### config.mk
export PLATFORM = sky130hd
export DESIGN_NAME = utf8_to_rtf_escaper
export DESIGN_NICKNAME = d
export VERILOG_FILES = /design/src/rtl/core/u2r_pkg.sv /design/src/rtl/core/u2r_front.sv /design/src/rtl/core/u2r_queue.sv /design/src/rtl/core/u2r_back.sv /design/src/rtl/core/utf8_to_rtf_escaper.sv
export VERILOG_INCLUDE_DIRS = /design/src /design/src/rtl/core
export SDC_FILE = /design/constraint.sdc
export NUM_CORES = 1
export LEC_CHECK = 0
export BUFFER_PORTS_ARGS = -buffer_cell sky130_fd_sc_hd__buf_2
export CORE_ASPECT_RATIO = 0.7
export CORE_UTILIZATION = 48
export CTS_BUF_LIST = sky130_fd_sc_hd__clkbuf_8
export CTS_CLUSTER_DIAMETER = 80
export CTS_CLUSTER_SIZE = 24
export DETAILED_ROUTE_END_ITERATION = 8
export GPL_ROUTABILITY_DRIVEN = 0
export PLACE_DENSITY = 0.67
export SYNTH_ARGS = -nofsm -noshare
export SYNTH_HDL_FRONTEND = slang
export SYNTH_SLANG_ARGS = --single-unit
### constraint.sdc
create_clock -name clk -period 5.35 [get_ports clk]
set_input_delay 0.2675 -clock clk [delete_from_list [all_inputs] [get_ports clk]]
set_output_delay 0.2675 -clock clk [all_outputs]
set_load 0.02 [all_outputs]
### src/rtl/core/utf8_to_rtf_escaper_macros.svh
// assertion macros for the asserting file, utf8_to_rtf_escaper.sv
`ifndef UTF8_TO_RTF_ESCAPER_MACROS_SVH
`define UTF8_TO_RTF_ESCAPER_MACROS_SVH

// same-cycle implication
`define U2R_ASSERT_IMP(label, ante, cons, msg) \
	label: assert property (@(posedge clk) disable iff (!arst_n) (ante) |-> (cons)) \
		else $error(msg);

// next-cycle implication
`define U2R_ASSERT_NXT(label, ante, cons, msg) \
	label: assert property (@(posedge clk) disable iff (!arst_n) (ante) |=> (cons)) \
		else $error(msg);

`endif

### src/rtl/core/u2r_pkg.sv
package u2r_pkg;

	localparam int JOB_DEPTH = 4;
	localparam int JOB_AW    = $clog2(JOB_DEPTH);
	localparam int DIGITS    = 5;

	localparam logic [2:0] KIND_NONE = 3'd0;
	localparam logic [2:0] KIND_RAW  = 3'd1;
	localparam logic [2:0] KIND_HEX  = 3'd2;
	localparam logic [2:0] KIND_PAR  = 3'd3;
	localparam logic [2:0] KIND_UNI  = 3'd4;

	localparam logic [7:0] CH_BSL    = 8'h5c;
	localparam logic [7:0] CH_QUOTE  = 8'h27;
	localparam logic [7:0] CH_LF     = 8'h0a;
	localparam logic [7:0] CH_CR     = 8'h0d;
	localparam logic [7:0] CH_RBRACE = 8'h7d;
	localparam logic [7:0] CH_SPACE  = 8'h20;
	localparam logic [7:0] CH_U      = 8'h75;
	localparam logic [7:0] CH_ZERO   = 8'h30;
	localparam logic [7:0] CH_QMARK  = 8'h3f;

	localparam logic [15:0] RECIP_10 = 16'd52429;

	typedef struct packed {
		logic                   prefix;
		logic [2:0]             kind;
		logic [7:0]             val;
		logic [DIGITS-1:0][3:0] digits;
		logic [2:0]             ndig;
		logic                   fin;
		logic                   bad;
	} job_t;

	typedef struct packed {
		logic full;
		logic empty;
	} q_stat_t;

	function automatic logic [7:0] hex_char(input logic [3:0] v);
		return (v < 4'd10) ? (8'h30 + {4'd0, v}) : (8'h57 + {4'd0, v});
	endfunction

	function automatic logic [7:0] prefix_char(input logic [3:0] i);
		logic [7:0] c;
		case (i)
			4'd0: c = 8'h7b;
			4'd1: c = CH_BSL;
			4'd2: c = 8'h72;
			4'd3: c = 8'h74;
			4'd4: c = 8'h66;
			4'd5: c = 8'h31;
			default: c = 8'h00;
		endcase
		return c;
	endfunction

	function automatic logic [7:0] par_char(input logic [3:0] i);
		logic [7:0] c;
		case (i)
			4'd0: c = CH_LF;
			4'd1: c = CH_CR;
			4'd2: c = CH_BSL;
			4'd3: c = 8'h70;
			4'd4: c = 8'h61;
			4'd5: c = 8'h72;
			4'd6: c = CH_SPACE;
			4'd7: c = CH_LF;
			4'd8: c = CH_CR;
			default: c = 8'h00;
		endcase
		return c;
	endfunction

	function automatic logic [7:0] hex_esc_char(input logic [7:0] v, input logic [1:0] k);
		logic [7:0] c;
		case (k)
			2'd0: c = CH_BSL;
			2'd1: c = CH_QUOTE;
			2'd2: c = hex_char(v[7:4]);
			default: c = hex_char(v[3:0]);
		endcase
		return c;
	endfunction

endpackage

### src/rtl/core/u2r_front.sv
module u2r_front (
	input  logic            clk,
	input  logic            arst_n,
	input  logic            in_valid,
	output logic            in_ready,
	input  logic            opcode,
	input  logic [7:0]      in_byte,
	input  logic            final_byte,
	input  u2r_pkg::q_stat_t q_stat,
	output logic            push,
	output u2r_pkg::job_t   push_job
);
	import u2r_pkg::*;

	logic        prefix_sent_q;
	logic [20:0] acc_q;
	logic [2:0]  rem_q;
	logic [2:0]  len_q;
	logic        bad_q;

	logic        conv_busy_q;
	logic [2:0]  conv_cnt_q;
	logic [15:0] conv_v_q;
	job_t        conv_job_q;

	logic        accept;
	logic [2:0]  len_n;
	logic [20:0] acc_n;
	logic [2:0]  rem_n;
	logic        stray;
	logic        bad_set;
	logic [2:0]  kind;
	logic [7:0]  val;
	logic [2:0]  ndig;
	job_t        job_d;
	logic        nonempty;
	logic        conv_done;

	logic [31:0] prod;
	logic [12:0] quot;
	logic [15:0] ten_quot;
	logic [15:0] rem_v;

	assign in_ready = !conv_busy_q && !q_stat.full;
	assign accept   = in_valid && in_ready;

	// utf-8 decode
	always_comb begin
		stray   = 1'b0;
		bad_set = 1'b0;
		len_n   = len_q;
		acc_n   = acc_q;
		rem_n   = rem_q;
		kind    = KIND_NONE;
		val     = 8'h00;
		ndig    = 3'd3;
		if (rem_q == 3'd0) begin
			case (in_byte) inside
				[8'h00:8'h7f]: begin len_n = 3'd1; acc_n = {13'd0, in_byte}; end
				[8'h80:8'hbf]: begin len_n = 3'd1; acc_n = '0; stray = 1'b1; end
				[8'hc0:8'hdf]: begin len_n = 3'd2; acc_n = {16'd0, in_byte[4:0]}; end
				[8'he0:8'hef]: begin len_n = 3'd3; acc_n = {17'd0, in_byte[3:0]}; end
				[8'hf0:8'hf7]: begin len_n = 3'd4; acc_n = {18'd0, in_byte[2:0]}; end
				[8'hf8:8'hfb]: begin len_n = 3'd5; acc_n = {19'd0, in_byte[1:0]}; end
				[8'hfc:8'hfd]: begin len_n = 3'd6; acc_n = {20'd0, in_byte[0]}; end
				default: begin len_n = 3'd1; acc_n = '0; stray = 1'b1; end
			endcase
			rem_n = len_n - 3'd1;
		end else begin
			bad_set = (in_byte[7:6] != 2'b10);
			acc_n   = {acc_q[14:0], in_byte[5:0]};
			rem_n   = rem_q - 3'd1;
		end
		if (rem_n == 3'd0) begin
			if (stray || len_n >= 3'd5) begin
				bad_set = 1'b1;
				kind    = KIND_HEX;
				val     = CH_SPACE;
			end else if (|acc_n[20:16]) begin
				kind = KIND_HEX;
				val  = CH_SPACE;
			end else if (acc_n[15:0] == {8'd0, CH_LF}) begin
				kind = KIND_PAR;
			end else if (acc_n[15:8] == 8'd0) begin
				kind = KIND_HEX;
				val  = acc_n[7:0];
			end else begin
				kind = KIND_UNI;
				if (acc_n[15:0] >= 16'd10000) begin
					ndig = 3'd5;
				end else if (acc_n[15:0] >= 16'd1000) begin
					ndig = 3'd4;
				end
			end
		end else if (final_byte) begin
			bad_set = 1'b1;
		end
	end

	always_comb begin
		job_d        = '0;
		job_d.prefix = !prefix_sent_q;
		if (!opcode) begin
			job_d.kind = KIND_RAW;
			job_d.val  = in_byte;
		end else begin
			job_d.kind = kind;
			job_d.val  = val;
			job_d.ndig = ndig;
			job_d.fin  = final_byte;
			job_d.bad  = final_byte && (bad_q || bad_set);
		end
	end

	assign nonempty  = !prefix_sent_q || !opcode || kind != KIND_NONE || final_byte;
	assign conv_done = conv_busy_q && conv_cnt_q == 3'(DIGITS) && !q_stat.full;

	always_comb begin
		if (conv_done) begin
			push     = 1'b1;
			push_job = conv_job_q;
		end else begin
			push     = accept && nonempty && job_d.kind != KIND_UNI;
			push_job = job_d;
		end
	end

	// divide by ten through the reciprocal, one digit a cycle
	assign prod     = 32'(conv_v_q) * 32'(RECIP_10);
	assign quot     = prod[31:19];
	assign ten_quot = {quot, 3'b000} + {2'b00, quot, 1'b0};
	assign rem_v    = conv_v_q - ten_quot;

	always_ff @(posedge clk or negedge arst_n) begin
		if (!arst_n) begin
			prefix_sent_q <= 1'b0;
			acc_q         <= '0;
			rem_q         <= '0;
			len_q         <= '0;
			bad_q         <= 1'b0;
		end else if (accept) begin
			if (!opcode) begin
				prefix_sent_q <= 1'b1;
			end else if (final_byte) begin
				prefix_sent_q <= 1'b0;
				acc_q         <= '0;
				rem_q         <= '0;
				len_q         <= '0;
				bad_q         <= 1'b0;
			end else begin
				prefix_sent_q <= 1'b1;
				acc_q         <= acc_n;
				rem_q         <= rem_n;
				len_q         <= len_n;
				bad_q         <= bad_q || bad_set;
			end
		end
	end

	always_ff @(posedge clk or negedge arst_n) begin
		if (!arst_n) begin
			conv_busy_q <= 1'b0;
			conv_cnt_q  <= '0;
		end else if (accept && push_job.kind == KIND_UNI && !conv_done) begin
			conv_busy_q <= 1'b1;
			conv_cnt_q  <= '0;
		end else if (conv_busy_q) begin
			if (conv_cnt_q != 3'(DIGITS)) begin
				conv_cnt_q <= conv_cnt_q + 3'd1;
			end else if (!q_stat.full) begin
				conv_busy_q <= 1'b0;
			end
		end
	end

	always_ff @(posedge clk) begin
		if (accept && job_d.kind == KIND_UNI) begin
			conv_v_q   <= acc_n[15:0];
			conv_job_q <= job_d;
		end else if (conv_busy_q && conv_cnt_q != 3'(DIGITS)) begin
			conv_v_q <= {3'd0, quot};
			for (int i = 0; i < DIGITS; i++) begin
				if (conv_cnt_q == 3'(i)) begin
					conv_job_q.digits[i] <= rem_v[3:0];
				end
			end
		end
	end

endmodule

### src/rtl/core/u2r_queue.sv
module u2r_queue (
	input  logic             clk,
	input  logic             arst_n,
	input  logic             push,
	input  u2r_pkg::job_t    push_job,
	input  logic             pop,
	output u2r_pkg::job_t    pop_job,
	output u2r_pkg::q_stat_t q_stat
);
	import u2r_pkg::*;

	job_t              mem_q [JOB_DEPTH];
	logic [JOB_AW-1:0] wr_ptr_q;
	logic [JOB_AW-1:0] rd_ptr_q;
	logic [JOB_AW:0]   count_q;

	assign q_stat.full  = (count_q == (JOB_AW+1)'(JOB_DEPTH));
	assign q_stat.empty = (count_q == '0);
	assign pop_job      = mem_q[rd_ptr_q];

	always_ff @(posedge clk or negedge arst_n) begin
		if (!arst_n) begin
			wr_ptr_q <= '0;
			rd_ptr_q <= '0;
			count_q  <= '0;
		end else begin
			if (push) begin
				wr_ptr_q <= wr_ptr_q + JOB_AW'(1);
			end
			if (pop) begin
				rd_ptr_q <= rd_ptr_q + JOB_AW'(1);
			end
			case ({push, pop})
				2'b10: count_q <= count_q + (JOB_AW+1)'(1);
				2'b01: count_q <= count_q - (JOB_AW+1)'(1);
				default: count_q <= count_q;
			endcase
		end
	end

	always_ff @(posedge clk) begin
		if (push) begin
			mem_q[wr_ptr_q] <= push_job;
		end
	end

endmodule

### src/rtl/core/u2r_back.sv
module u2r_back (
	input  logic             clk,
	input  logic             arst_n,
	input  u2r_pkg::q_stat_t q_stat,
	input  u2r_pkg::job_t    head,
	output logic             pop,
	output logic             out_valid,
	input  logic             out_ready,
	output logic [7:0]       out_byte,
	output logic             run_end,
	output logic             message_end,
	output logic             bad_input
);
	import u2r_pkg::*;

	localparam logic [1:0] PH_PRE  = 2'd0;
	localparam logic [1:0] PH_BODY = 2'd1;
	localparam logic [1:0] PH_FIN  = 2'd2;

	logic       started_q;
	logic [1:0] phase_q;
	logic [3:0] cnt_q;

	logic       out_valid_q;
	logic [7:0] out_byte_q;
	logic       run_end_q;
	logic       message_end_q;
	logic       bad_input_q;

	logic       load;
	logic [1:0] phase;
	logic [1:0] next_phase;
	logic [3:0] cnt;
	logic [3:0] body_len;
	logic [3:0] phase_len;
	logic       last;
	logic       done;
	logic [7:0] byte_d;
	logic       mend_d;
	logic [3:0] dig_idx;
	logic [3:0] dig_val;
	logic [3:0] tail_k;

	assign load = !q_stat.empty && (!out_valid_q || out_ready);

	always_comb begin
		if (started_q) begin
			phase = phase_q;
		end else if (head.prefix) begin
			phase = PH_PRE;
		end else if (head.kind != KIND_NONE) begin
			phase = PH_BODY;
		end else begin
			phase = PH_FIN;
		end
	end

	assign cnt = started_q ? cnt_q : 4'd0;

	always_comb begin
		case (head.kind)
			KIND_RAW: body_len = 4'd1;
			KIND_HEX: body_len = 4'd4;
			KIND_PAR: body_len = 4'd9;
			KIND_UNI: body_len = 4'd6 + {1'b0, head.ndig};
			default:  body_len = 4'd0;
		endcase
	end

	always_comb begin
		case (phase)
			PH_PRE:  phase_len = 4'd6;
			PH_BODY: phase_len = body_len;
			default: phase_len = 4'd3;
		endcase
	end

	assign last = (cnt == phase_len - 4'd1);

	always_comb begin
		next_phase = PH_FIN;
		done       = 1'b0;
		case (phase)
			PH_PRE: begin
				next_phase = (head.kind != KIND_NONE) ? PH_BODY : PH_FIN;
				done       = last && head.kind == KIND_NONE && !head.fin;
			end
			PH_BODY: done = last && !head.fin;
			default: done = last;
		endcase
	end

	// decimal digits, most significant first
	assign dig_idx = {1'b0, head.ndig} + 4'd1 - cnt;
	assign tail_k  = cnt - 4'd2 - {1'b0, head.ndig};

	always_comb begin
		case (dig_idx)
			4'd0: dig_val = head.digits[0];
			4'd1: dig_val = head.digits[1];
			4'd2: dig_val = head.digits[2];
			4'd3: dig_val = head.digits[3];
			4'd4: dig_val = head.digits[4];
			default: dig_val = 4'd0;
		endcase
	end

	always_comb begin
		mend_d = 1'b0;
		byte_d = 8'h00;
		case (phase)
			PH_PRE: byte_d = prefix_char(cnt);
			PH_BODY: begin
				case (head.kind)
					KIND_RAW: byte_d = head.val;
					KIND_HEX: byte_d = hex_esc_char(head.val, cnt[1:0]);
					KIND_PAR: byte_d = par_char(cnt);
					default: begin
						if (cnt == 4'd0) begin
							byte_d = CH_BSL;
						end else if (cnt == 4'd1) begin
							byte_d = CH_U;
						end else if (cnt < 4'd2 + {1'b0, head.ndig}) begin
							byte_d = CH_ZERO + {4'd0, dig_val};
						end else begin
							byte_d = hex_esc_char(CH_QMARK, tail_k[1:0]);
						end
					end
				endcase
			end
			default: begin
				case (cnt)
					4'd0: byte_d = CH_LF;
					4'd1: byte_d = CH_CR;
					default: begin
						byte_d = CH_RBRACE;
						mend_d = 1'b1;
					end
				endcase
			end
		endcase
	end

	assign pop = load && done;

	always_ff @(posedge clk or negedge arst_n) begin
		if (!arst_n) begin
			started_q   <= 1'b0;
			phase_q     <= PH_PRE;
			cnt_q       <= '0;
			out_valid_q <= 1'b0;
		end else if (load) begin
			out_valid_q <= 1'b1;
			if (done) begin
				started_q <= 1'b0;
			end else if (last) begin
				started_q <= 1'b1;
				phase_q   <= next_phase;
				cnt_q     <= '0;
			end else begin
				started_q <= 1'b1;
				phase_q   <= phase;
				cnt_q     <= cnt + 4'd1;
			end
		end else if (out_ready) begin
			out_valid_q <= 1'b0;
		end
	end

	always_ff @(posedge clk) begin
		if (load) begin
			out_byte_q    <= byte_d;
			run_end_q     <= done;
			message_end_q <= mend_d;
			bad_input_q   <= mend_d && head.bad;
		end
	end

	assign out_valid   = out_valid_q;
	assign out_byte    = out_byte_q;
	assign run_end     = run_end_q;
	assign message_end = message_end_q;
	assign bad_input   = bad_input_q;

endmodule

### src/rtl/core/utf8_to_rtf_escaper.sv
// channel  direction  handshake             payload
// in       into block in_valid / in_ready   opcode, in_byte, final_byte
// out      from block out_valid / out_ready out_byte, run_end, message_end, bad_input
//
// one output byte per cycle while jobs are queued and out_ready is high; a request causes 0 to 20 output bytes
// a request that decodes to \u keeps the front busy for the divide-by-ten digit loop,
// overlapped with output of earlier requests through the four-entry job queue
// a request that causes no byte leaves the front in the cycle it is accepted
// reset is asynchronous, no clearing pass; in_ready drops when the queue is full or digits run
module utf8_to_rtf_escaper (
	input  logic       clk,
	input  logic       arst_n,
	input  logic       in_valid,
	output logic       in_ready,
	input  logic       opcode,
	input  logic [7:0] in_byte,
	input  logic       final_byte,
	output logic       out_valid,
	input  logic       out_ready,
	output logic [7:0] out_byte,
	output logic       run_end,
	output logic       message_end,
	output logic       bad_input
);
	import u2r_pkg::*;

	q_stat_t q_stat;
	logic    q_push;
	logic    q_pop;
	job_t    push_job;
	job_t    head;

	u2r_front u_front (
		.clk        (clk),
		.arst_n     (arst_n),
		.in_valid   (in_valid),
		.in_ready   (in_ready),
		.opcode     (opcode),
		.in_byte    (in_byte),
		.final_byte (final_byte),
		.q_stat     (q_stat),
		.push       (q_push),
		.push_job   (push_job)
	);

	u2r_queue u_queue (
		.clk      (clk),
		.arst_n   (arst_n),
		.push     (q_push),
		.push_job (push_job),
		.pop      (q_pop),
		.pop_job  (head),
		.q_stat   (q_stat)
	);

	u2r_back u_back (
		.clk         (clk),
		.arst_n      (arst_n),
		.q_stat      (q_stat),
		.head        (head),
		.pop         (q_pop),
		.out_valid   (out_valid),
		.out_ready   (out_ready),
		.out_byte    (out_byte),
		.run_end     (run_end),
		.message_end (message_end),
		.bad_input   (bad_input)
	);

`include "utf8_to_rtf_escaper_macros.svh"

	`U2R_ASSERT_IMP(a_mend_run_end, out_valid && message_end, run_end, "message end not run end")
	`U2R_ASSERT_IMP(a_bad_mend, out_valid && bad_input, message_end, "bad input off message end")
	`U2R_ASSERT_IMP(a_mend_brace, out_valid && message_end, out_byte == CH_RBRACE, "no brace")
	`U2R_ASSERT_IMP(a_push_full, q_push, !q_stat.full, "push into full queue")
	`U2R_ASSERT_NXT(a_pop_run_end, q_pop, out_valid && run_end, "pop without run end")

endmodule

==> results list <==
- The number of hold violations in the final report came to 0.
- The max-slew violation total from the final report came to 0.
- Subtracting the final worst setup slack from the clock period gives 5886 ps.
- Setup repair after global routing could not meet its margin everywhere.
* TritonRoute pass-1 iters: 6
- Combined area of the multi-input logic cells: 8886 um2
* Number of warning messages in the yosys log: 0
- In this run the number of H-tree levels came out at 1.
* Final setup margin: -535.5 ps
- The filler cells instantiated in the layout total 2,806.
- The first routing iteration left 1,358 violations.
* I/O pin cnt: 27
- Adding up every negative setup slack in the final design gives -7832 ps.
- Count of vias placed by the detailed router: 11,488
* Global-route wire length before repair: 62,620 um
* N_diodes: 0
- Of the cells placed in the final design, the portion with a size suffix greater than 1 is 0.1864.
- The clock passes through at most 3 buffers.
- Global Route Usage Sum: 0.2303
- In this run, synthesis inferred 192 flip-flops with an integrated enable.
* Rows: 56
- Post-synth design cell area: 16,550 um2
* Final period utilization: 1.100
* Largest net degree at the start of global routing: 43
- In this run the cell area measured after placement is 17,820 um2.
- The number of clock buffers added by TritonCTS is 15.
- The core region is 33,700 um2.
* DRC violations left: 0
- Total setup violations reported at the end of the flow: 26
* CTS root buffer: sky130_fd_sc_hd__clkbuf_8
* Met1 Routed Length: 19,350 um
- Final Core Density: 0.5520
* Detailed placer's ending HPWL: 30,320 um
- Across the run, the number of max-cap violations was 0.
- After synthesis the netlist holds a flip-flop and latch count of 254.
- Headroom to the max-slew limit came out at 0.2177.
- The number of antenna violations at the first check in global routing was 0.
* Final global-route overflow total: 0
- In this run the worst path has a maximum fanout of 5.
* Number of nets still failing antenna checks after routing: 0
* Wirelength, routed: 39,910 um
* Port buffer count: 26
- At the later pin of the worst-skew pair, clock insertion delay measures 550 ps.
- Class of the most critical hold timing path: input pin to flop
* Area of all sequential standard cells: 7219 um2
* Worst slew pin tran: 1158 ps
- Relative to the synthesized area, the layout overhead comes to 12.41%.
* Floorplan die height: 157.4 um
- The critical path in this run is classified as flop to flop.
* DIE WIDTH: 223.9 um
- Starting density of the core: 0.4911
- Summed area of non-filler cells in the final layout: 18,600 um2
- The run finished, with violations left.
- Proportion of synthesized chip area in sequential cells: 0.4360
- Post-synth ARST share: 0.1654
- Setup Skew: 45.36 ps
- Violations in the final reports: negative setup slack
- For this design, the sink count on the clock tree is 254.
- After technology mapping, the gate count stands at 1,430.
- After clock tree synthesis, the clock-pin slew on the worst setup and hold paths is 150 ps.
* Setup Slack @ Placement: -469.6 ps
* Highest Clock Rate: 169.9 MHz
- STA classifies the critical path startpoint as a flop.
- Main synth FF type: sky130_fd_sc_hd__edfxtp_1
- For the worst setup path, the data required time is 5800 ps.
- Summed over all nets, wire length on met2 after detailed routing comes to 16,390 um.
- Crit path capture type: flop
- Mean routed wirelength per cell: 19.91 um
- When the netlist entered floorplanning its net count stood at 1,693.
- Count of different cell masters after synthesis: 81
* Area of the die: 35,240 um2
* Met3 wirelength from detailed routing: 3800 um
* Final layout net count: 1,795
- Via count of the first global-routing pass: 11,047
- Data arrival time at the worst-slack endpoint: 6340 ps
* Detail-routed via count per cell: 5.733
* Top metal layer carrying routed signals: met4
- Syn Area/Cell: 11.57 um2
- TritonCTS built the clock tree.
==> cells by family (layout without fill, tap and decap cells) <==
| kind of cell | Yosys count | in the layout | share of synthesized area |
|---|---|---|---|
| compound gates | 233 | 233 | 0.09223 |
| xor+xnor | 40 | 40 | 0.02245 |
| fa+ha+maj | 249 | 249 | 0.2263 |
| buf+inv | 229 | 339 | 0.05390 |
| flops | 254 | 254 | 0.4360 |
| mux | 61 | 61 | 0.06630 |
| simple gates | 364 | 364 | 0.1027 |
==> synth_stat cells, drive strengths merged (8+ instances only) <==
master	n	area share
inv	181	0.041
mux2	16	0.011
a21o	10	0.0045
dfxtp	20	0.024
nor2	103	0.024
xnor2	29	0.016
o21a	11	0.0051
nor4	9	0.0043
and2	8	0.0030
clkbuf	35	0.0079
o31ai	10	0.0045
nand3	26	0.0079
a21oi	62	0.019
buf	13	0.0049
o21ai	56	0.018
edfxtp	192	0.35
fa	84	0.10
nor3	14	0.0042
mux2i	8	0.0048
mux4	37	0.050
ha	165	0.12
o22ai	8	0.0030
nand2	130	0.030
nor2b	10	0.0038
dfrtp	42	0.064
and3	32	0.012
xor2	10	0.0053
==> stage by stage <==
| step | cells | hold slack [ps] |
|---|---|---|
| floorplan | 1430 | -28.09 |
| CTS | 1997 | 5.741 |
| global placement | 1965 | 447.1 |
| detailed placement | 1965 | 449.4 |
| global route | 2004 | 14.02 |
| finish | 2004 | 22.95 |
==> critical path: stages (launching register included) <==
cell and delay [ps]:
sky130_fd_sc_hd__edfxtp_1 560, sky130_fd_sc_hd__ha_4 340, sky130_fd_sc_hd__inv_2 40, sky130_fd_sc_hd__fa_1 480, sky130_fd_sc_hd__fa_1 520, sky130_fd_sc_hd__inv_2 50, sky130_fd_sc_hd__fa_1 450, sky130_fd_sc_hd__fa_1 540
sky130_fd_sc_hd__fa_1 430, sky130_fd_sc_hd__ha_1 300, sky130_fd_sc_hd__a21o_1 160, sky130_fd_sc_hd__a21o_1 150, sky130_fd_sc_hd__a21o_1 180, sky130_fd_sc_hd__o21a_1 220, sky130_fd_sc_hd__nor2_2 170, sky130_fd_sc_hd__xnor2_2 160
sky130_fd_sc_hd__ha_4 170, sky130_fd_sc_hd__xor2_2 170, sky130_fd_sc_hd__xnor3_2 420, sky130_fd_sc_hd__a311oi_1 280
==> placed cells by master (no fill, tap or decap), types with 26 or more instances in the layout <==
cell type	n
sky130_fd_sc_hd__mux4_2	37
sky130_fd_sc_hd__nand2_1	127
sky130_fd_sc_hd__a21oi_1	55
sky130_fd_sc_hd__dfrtp_1	40
sky130_fd_sc_hd__inv_1	181
sky130_fd_sc_hd__fa_1	84
sky130_fd_sc_hd__buf_2	26
sky130_fd_sc_hd__nor2_1	90
sky130_fd_sc_hd__and3_1	31
sky130_fd_sc_hd__ha_1	155
sky130_fd_sc_hd__edfxtp_1	192
sky130_fd_sc_hd__o21ai_0	40
sky130_fd_sc_hd__buf_4	97
==> sequential cells by signal (all words and copies together) (netlist names), 2 cells and up <==
name and count:
u_queue.mem_q 148, u_front.conv_job_q 37, u_front.conv_v_q 16, u_front.acc_q 15
u_back.out_byte 8, u_back.cnt_q 4, u_front.conv_cnt_q 3, u_front.len_q 3
u_front.rem_q 3, u_queue.count_q 3, u_back.phase_q 2, u_queue.rd_ptr_q 2
u_queue.wr_ptr_q 2
==> repair_timing <==
action | in CTS | in global routing
hold buffers | 2 | 0
hold endpoints to repair | 43 | 0
resized for setup | 34 | 58
gates cloned | 0 | 0
buffers inserted | 5 | 8
pin swaps | 11 | 33
endpoints found under the setup margin | 25 | 27
==> per-layer routing <==
metal	vias to the layer above	global-route usage
li1	5264	-
met3	37	0.04909
met1	5697	0.3683
met4	0	0.02511
met5	-	0
met2	490	0.3249
==> path summary, 6_finish.rpt <==
kind	from	to	slack, ps	cells past startpoint
hold / removal	in_valid	u_front.prefix_sent_q	20	3
max in group asynchronous	arst_n	u_queue.rd_ptr_q[1]	4160	2
setup reg to reg	u_front.conv_v_q[1]	u_front.conv_job_q[20]	-540	19
min in group asynchronous	arst_n	u_queue.wr_ptr_q[0]	450	2
hold reg to reg	u_front.acc_q[12]	u_front.acc_q[12]	480	2
setup / recovery	u_front.conv_v_q[1]	u_front.conv_job_q[20]	-540	19
==> layout make-up <==
type / instances / share of cell area
multi-input cells: 947 / 0.4776
flip-flops and latches: 254 / 0.3881
repair buffers: 133 / 0.05205
inverters: 181 / 0.03652
well taps: 464 / 0.03121
clock buffers: 15 / 0.01110
clock inverters: 10 / 0.003430
Power is left out: the tool's default activity adds up to more than one toggle a clock period on the data nets, which glitch-free logic cannot reach.
